==> src/rtl/core/asfrm_pkg.sv <==
// Shared constants, types and pointer helpers for the audio sample FIFO with RMS meter.
package asfrm_pkg;

   // Ring and burst sizing
   localparam int DEPTH     = 32768;
   localparam int MAX_BLOCK = 4096;
   localparam int MAX_BURST = 64;

   // Field widths
   localparam int SAMPLE_W = 16;
   localparam int MAXC_W   = 7;
   localparam int LEVEL_W  = 16;
   localparam int FILL_W   = 16;

   // Meter widths
   localparam int SQ_W     = 2 * SAMPLE_W;
   localparam int SUM_W    = 43;
   localparam int CNT_W    = 13;
   localparam int RAD_W    = SUM_W + (SUM_W % 2);
   localparam int ROOT_W   = RAD_W / 2;
   localparam int SREM_W   = ROOT_W + 3;
   localparam int DREM_W   = CNT_W + 1;
   localparam int STEP_W   = $clog2(SUM_W + 1);

   // Ring pointer widths: pointers wrap modulo twice the depth
   localparam int SPAN    = 2 * DEPTH;
   localparam int ADDR_W  = $clog2(DEPTH);
   localparam int PTR_W   = $clog2(SPAN);
   localparam int BURST_W = $clog2(MAX_BURST + 1);
   localparam int CMP_W   = (PTR_W > BURST_W) ? PTR_W : BURST_W;

   // Command queue between front and back
   localparam int CMDQ_AW    = 1;
   localparam int CMDQ_DEPTH = 2 ** CMDQ_AW;

   typedef enum logic [0:0] {
      OP_PUSH = 1'b0,
      OP_READ = 1'b1
   } op_type;

   typedef struct packed {
      op_type                      op;
      logic signed [SAMPLE_W-1:0]  sample;
      logic                        block_end;
      logic [BURST_W-1:0]          count;
   } cmd_type;

   typedef enum logic [2:0] {
      ST_IDLE,
      ST_ACCUM,
      ST_METER,
      ST_EMIT,
      ST_RD_ADDR,
      ST_RD_DATA
   } back_state_type;

   typedef enum logic [1:0] {
      MS_IDLE,
      MS_DIV,
      MS_SQRT,
      MS_DONE
   } meter_state_type;

   // Advance a ring pointer, wrapping at twice the depth
   function automatic logic [PTR_W-1:0] ptr_inc(input logic [PTR_W-1:0] p);
      logic [PTR_W-1:0] r;
      if (p == PTR_W'(SPAN - 1)) r = '0;
      else                       r = p + 1'b1;
      return r;
   endfunction

   // Map a pointer onto a ring address
   function automatic logic [ADDR_W-1:0] ptr_index(input logic [PTR_W-1:0] p);
      logic [PTR_W-1:0] r;
      if (p >= PTR_W'(DEPTH)) r = p - PTR_W'(DEPTH);
      else                    r = p;
      return r[ADDR_W-1:0];
   endfunction

   // Entries held between read and write pointers
   function automatic logic [PTR_W-1:0] ptr_fill(input logic [PTR_W-1:0] w,
                                                 input logic [PTR_W-1:0] r);
      logic [PTR_W:0] t;
      if (w >= r) t = {1'b0, w} - {1'b0, r};
      else        t = {1'b0, w} + (PTR_W+1)'(SPAN) - {1'b0, r};
      return t[PTR_W-1:0];
   endfunction

endpackage

==> src/rtl/core/asfrm_front.sv <==
// Front end: accepts request transfers, classifies them and queues commands for the back end.
module asfrm_front (
   input  logic                           clock,
   input  logic                           reset,
   input  logic                           push,
   output logic                           full,
   input  logic                           req_kind,
   input  logic signed [15:0]             req_sample,
   input  logic                           req_block_end,
   input  logic [6:0]                     req_max_count,
   output asfrm_pkg::cmd_type             cmd,
   output logic                           cmd_valid,
   input  logic                           cmd_take
);
   import asfrm_pkg::*;

   cmd_type              q_ff [CMDQ_DEPTH];
   logic [CMDQ_AW-1:0]   wr_ptr_ff, wr_ptr_in;
   logic [CMDQ_AW-1:0]   rd_ptr_ff, rd_ptr_in;
   logic [CMDQ_AW:0]     cnt_ff, cnt_in;
   cmd_type              new_cmd;
   logic                 accept;
   logic                 take;

   // Classify the incoming item and clamp its burst length
   always_comb begin
      new_cmd.op        = req_kind ? OP_READ : OP_PUSH;
      new_cmd.sample    = req_sample;
      new_cmd.block_end = req_block_end;
      if (req_max_count > MAXC_W'(MAX_BURST)) new_cmd.count = BURST_W'(MAX_BURST);
      else                                    new_cmd.count = BURST_W'(req_max_count);
   end

   assign full      = (cnt_ff == (CMDQ_AW+1)'(CMDQ_DEPTH));
   assign cmd_valid = (cnt_ff != '0);
   assign cmd       = q_ff[rd_ptr_ff];
   assign accept    = push && !full;
   assign take      = cmd_take && cmd_valid;

   // Advance queue pointers and occupancy
   always_comb begin
      wr_ptr_in = accept ? wr_ptr_ff + 1'b1 : wr_ptr_ff;
      rd_ptr_in = take   ? rd_ptr_ff + 1'b1 : rd_ptr_ff;
      cnt_in    = cnt_ff + (CMDQ_AW+1)'(accept) - (CMDQ_AW+1)'(take);
   end

   always_ff @(posedge clock) begin
      if (reset) begin
         wr_ptr_ff <= '0;
         rd_ptr_ff <= '0;
         cnt_ff    <= '0;
      end else begin
         wr_ptr_ff <= wr_ptr_in;
         rd_ptr_ff <= rd_ptr_in;
         cnt_ff    <= cnt_in;
      end
   end

   // Store the accepted command
   always_ff @(posedge clock) begin
      if (accept) q_ff[wr_ptr_ff] <= new_cmd;
   end

   a_cnt_bound: assert property (@(posedge clock) disable iff (reset)
      cnt_ff <= (CMDQ_AW+1)'(CMDQ_DEPTH))
      else $error("command queue over capacity");

   a_no_take_empty: assert property (@(posedge clock) disable iff (reset)
      cmd_take |-> cmd_valid)
      else $error("command taken from empty queue");

   a_cnt_track: assert property (@(posedge clock) disable iff (reset)
      (accept && !take) |=> cnt_ff == $past(cnt_ff) + 1'b1)
      else $error("queue count lost a transfer");

endmodule

==> config.mk <==
export PLATFORM = sky130hd
export DESIGN_NAME = asfrm_front
export DESIGN_NICKNAME = d
export VERILOG_FILES = /design/src/rtl/core/asfrm_pkg.sv /design/src/rtl/core/asfrm_front.sv
export SDC_FILE = /design/constraint.sdc
export NUM_CORES = 1
export LEC_CHECK = 0
export ABC_AREA = 1
export BUFFER_PORTS_ARGS = -buffer_cell sky130_fd_sc_hd__buf_2
export CORE_UTILIZATION = 35
export CTS_CLUSTER_SIZE = 12
export DETAILED_ROUTE_END_ITERATION = 10
export GPL_ROUTABILITY_DRIVEN = 1
export PLACE_DENSITY_LB_ADDON = 0.25
export SLEW_MARGIN = 15
export SYNTH_ARGS = -nofsm -noshare
export SYNTH_HDL_FRONTEND = slang
export SYNTH_SLANG_ARGS = --single-unit
export TNS_END_PERCENT = 1
==> constraint.sdc <==
create_clock -name clock -period 3.1 [get_ports clock]
set_clock_uncertainty 0.15 [all_clocks]
set_input_delay 0 -clock clock [delete_from_list [all_inputs] [get_ports clock]]
set_output_delay 0 -clock clock [all_outputs]
set_load 0.05 [all_outputs]
==> summary.txt <==
Clock network
  • Number of levels the H-tree was split into: 2
  • Post-CTS setup buffer count: 0
  • Max Root-Sink Buffers: 2
  • Number of CTS-inserted buffers: 5
  • Clock sink count: 55
  • Clock latency reported for the late side of the worst-skew pair: 0.30 ns
  • Clock-pin slew of the registers on the worst-case setup and hold paths: 0.09 ns
  • Clock tree root buffer cell: sky130_fd_sc_hd__clkbuf_8
  • TritonCTS clock tree: done

Setup path
  • Number of buffers and inverters on the critical path: 1
  • Sequence of cells on the critical path: mux2_2 -> buf_2
  • Data arrival at the endpoint of the critical path: 1.81 ns
  • Highest net fanout along the worst path: 25
  • Startpoint type of the worst setup path: register
  • Slowest cell on crit path: sky130_fd_sc_hd__dfxtp_2
  • Category of cells accounting for the largest share of critical-path delay: flip-flops
  • WP data required: 2.95 ns
  • Worst r2r src: cnt_ff[0]
  • Endpoint type of the worst setup path: output pin
  • Peak per-stage delay on the critical path: 0.87 ns
  • Worst setup path class: register to output pin

Placed design
  • Post-placement setup slack: 1.22 ns
  • Placed cell count: 262
  • RD Place Congestion: 0.811
  • Count of port buffers added during placement: 55
  • Half-perimeter wire length after placement: 2390 um

Route
  • Vias per Instance: 4.32
  • Initial DRT Pass Iterations: 4
  • Count of nets left with antenna violations after detail routing: 0
  • Via count: 1293
  • DRC violation total after the first TritonRoute iteration: 40
  • DRC: 0
  • Total Wirelength: 3750 um
  • Post-DR wirelength/cell: 12.5 um

Timing
  • Minimum clock period after layout: 1.96 ns
  • Final period utilization: 0.633
  • Setup-violating endpoint count in the final report: 0
  • Final-report max-slew violation count: 0
  • RSZ-0062 raised after global routing: false
  • Transition time at the pin with the least slew margin: 0.807 ns
  • Slack of the critical path: 1.14 ns
  • Hold Violations, Final: 0
  • Max Clk Rate: 0.510 GHz
  • Relative max-transition margin: 0.462
  • Setup TNS after final layout: 0 ns

Global route
  • Via count of the first global-routing pass: 1310
  • GRT Overall Usage: 0.124
  • Wire length of the first global-routing pass: 5910 um
  • Maximum number of pins on one net before global-route repair: 26
  • Number of antenna violations at the first check in global routing: 0
  • Grt ovf: 0

Finish
  • Synth-to-Final Area Change: 31.6%
  • Post-route non-filler standard cell count: 299
  • Filler cell count: 545
  • Nets: 254
  • Number of antenna repair diodes: 0
  • Final design utilization: 0.487
  • Share of post-route cells with drive strength above 1: 0.402

Synthesis
  • Count of synthesis-stage warnings from yosys: 0
  • Post-synthesis cell area: 0.00223 mm^2
  • Syn avg cell area: 16.6 um^2
  • Register bit total from synthesis: 55
  • Instance count of the mapped netlist: 134
  • Number of different library cells in the post-synthesis netlist: 13
  • Net Count, Synth: 165
  • Proportion of synthesized chip area in sequential cells: 0.719

Worst hold path
  • Path category of the worst min-delay check: input pin to register
  • Start point of the worst hold path: reset

Floorplan
  • Core area: 0.00603 mm^2
  • Effective utilization at floorplan: 0.370
  • DIE HEIGHT: 81.8 um
  • Die X: 81.8 um
  • Top-level port count: 56
  • Die footprint: 0.00669 mm^2
  • Floorplan row count: 28

Status
  • Result of the run: finished, final reports clean

Pwr
  • Switching portion of total power: 0.390
  • Int Pwr: 1.42 mW
  • LEAKAGE: 1.23 nW
  • Power Density: 791 mW/mm^2
  • Peak supply drop: 0.523 mV
  • Switching power of the nets: 0.905 mW
  • Part of the power in combinational logic: 0.397
  • Sequential share of power: 0.443
  • Relative contribution of the clock network to total power: 0.159

Job
  • Max-cap violation count: 0
-- power groups by stage --
| stage | clock [mW] | sequential [mW] | combinational (mW) |
|---|---|---|---|
| after floorplan | 0 | 0.990 | 0.810 |
| after global placement | 0 | 1.05 | 0.901 |
| after detailed placement | 0 | 1.05 | 0.900 |
| after CTS | 0.385 | 1.03 | 0.931 |
| after global routing | 0.412 | 1.05 | 0.992 |
| final | 0.370 | 1.03 | 0.922 |
-- cell usage in the layout (no fill, tap or decap) --
master,Yosys,final
sky130_fd_sc_hd__buf_2,0,55
sky130_fd_sc_hd__mux2_4,20,20
sky130_fd_sc_hd__ha_1,2,2
sky130_fd_sc_hd__edfxtp_1,50,50
sky130_fd_sc_hd__mux2_2,5,5
sky130_fd_sc_hd__nand3_1,4,4
sky130_fd_sc_hd__clkbuf_1,1,2
sky130_fd_sc_hd__clkinv_2,0,1
sky130_fd_sc_hd__dlygate4sd3_1,0,29
sky130_fd_sc_hd__nand2_1,8,8
sky130_fd_sc_hd__clkbuf_8,0,5
sky130_fd_sc_hd__nor2_2,0,1
sky130_fd_sc_hd__dfxtp_1,5,4
sky130_fd_sc_hd__nor2_1,16,15
sky130_fd_sc_hd__a21oi_1,4,4
sky130_fd_sc_hd__dfxtp_2,0,1
sky130_fd_sc_hd__inv_1,16,16
sky130_fd_sc_hd__buf_4,0,2
-- through the flow --
stage | area, um^2 | hold WS, ns | total power, mW
after detailed placement | 2560 | 0.0347 | 1.95
after CTS | 2930 | 0.227 | 2.35
after global routing | 2930 | 0.257 | 2.45
after global placement | 2560 | 0.0275 | 1.95
final | 2930 | 0.242 | 2.32
after floorplan | 2230 | -0.0788 | 1.80
-- final timing paths --
check                end  slack (ns)  cells after the start
min            cnt_ff[0]        0.24                      3
max reg2reg  q_ff[0][17]        1.23                      5
min reg2reg     register        0.36                      2
max              cmd[18]        1.14                      2
-- metal layers --
metal / track usage / up-vias / wire [um]
li1: - / 647 / -
met1: 0.142 / 588 / 1650
met2: 0.210 / 46 / 1790
met3: 0.0333 / 12 / 207
met4: 0.0684 / 0 / 104
met5: 0 / - / 0
-- worst register-to-register path: stages (launching register included) --
cell                      delay (ns)
sky130_fd_sc_hd__dfxtp_1        0.36
sky130_fd_sc_hd__inv_1          0.06
sky130_fd_sc_hd__nand2_1        0.11
sky130_fd_sc_hd__nand2_1        0.10
sky130_fd_sc_hd__nor2_2         0.44
sky130_fd_sc_hd__buf_4          0.34
-- kinds of logic (layout without fill, tap and decap cells) --
| logic type | Yosys count | in the layout | synth area share |
|---|---|---|---|
| compound gates | 4 | 4 | 0.00898 |
| fa+ha+maj | 2 | 2 | 0.0112 |
| buf+inv | 20 | 110 | 0.0517 |
| flops | 55 | 55 | 0.719 |
| mux | 25 | 25 | 0.160 |
| simple gates | 28 | 28 | 0.0494 |
-- cell type report --
| type | count | area, um^2 | share of cell area |
|---|---|---|---|
| clock inverters | 1 | 5.00 | 0.00171 |
| clock buffers | 7 | 76.3 | 0.0260 |
| well taps | 75 | 93.8 | 0.0320 |
| repair buffers | 86 | 581 | 0.198 |
| inverters | 16 | 60.1 | 0.0205 |
| multi-input cells | 59 | 514 | 0.175 |
| flip-flops and latches | 55 | 1600 | 0.547 |
-- cells in the mapped netlist --
| library cell | count | share of area |
|---|---|---|
| sky130_fd_sc_hd__a21oi_1 | 4 | 0.0090 |
| sky130_fd_sc_hd__buf_12 | 2 | 0.018 |
| sky130_fd_sc_hd__buf_6 | 1 | 0.0051 |
| sky130_fd_sc_hd__clkbuf_1 | 1 | 0.0017 |
| sky130_fd_sc_hd__dfxtp_1 | 5 | 0.045 |
| sky130_fd_sc_hd__edfxtp_1 | 50 | 0.67 |
| sky130_fd_sc_hd__ha_1 | 2 | 0.011 |
| sky130_fd_sc_hd__inv_1 | 16 | 0.027 |
| sky130_fd_sc_hd__mux2_2 | 5 | 0.025 |
| sky130_fd_sc_hd__mux2_4 | 20 | 0.13 |
| sky130_fd_sc_hd__nand2_1 | 8 | 0.013 |
| sky130_fd_sc_hd__nand3_1 | 4 | 0.0090 |
| sky130_fd_sc_hd__nor2_1 | 16 | 0.027 |
-- state kept, by name, summed over array words and instances, names as in the netlist, named ones only --
register / count
wr_ptr_ff: 1
cnt_ff: 2
rd_ptr_ff: 1
q_ff: 50
-- what timing repair did --
| item | 4_1_cts | 5_1_grt |
|---|---|---|
| gates resized for setup | 0 | 0 |
| hold buffers | 29 | 0 |
| hold endpoints to repair | 55 | 0 |
Note: power is estimated with default switching activity, not from simulation.
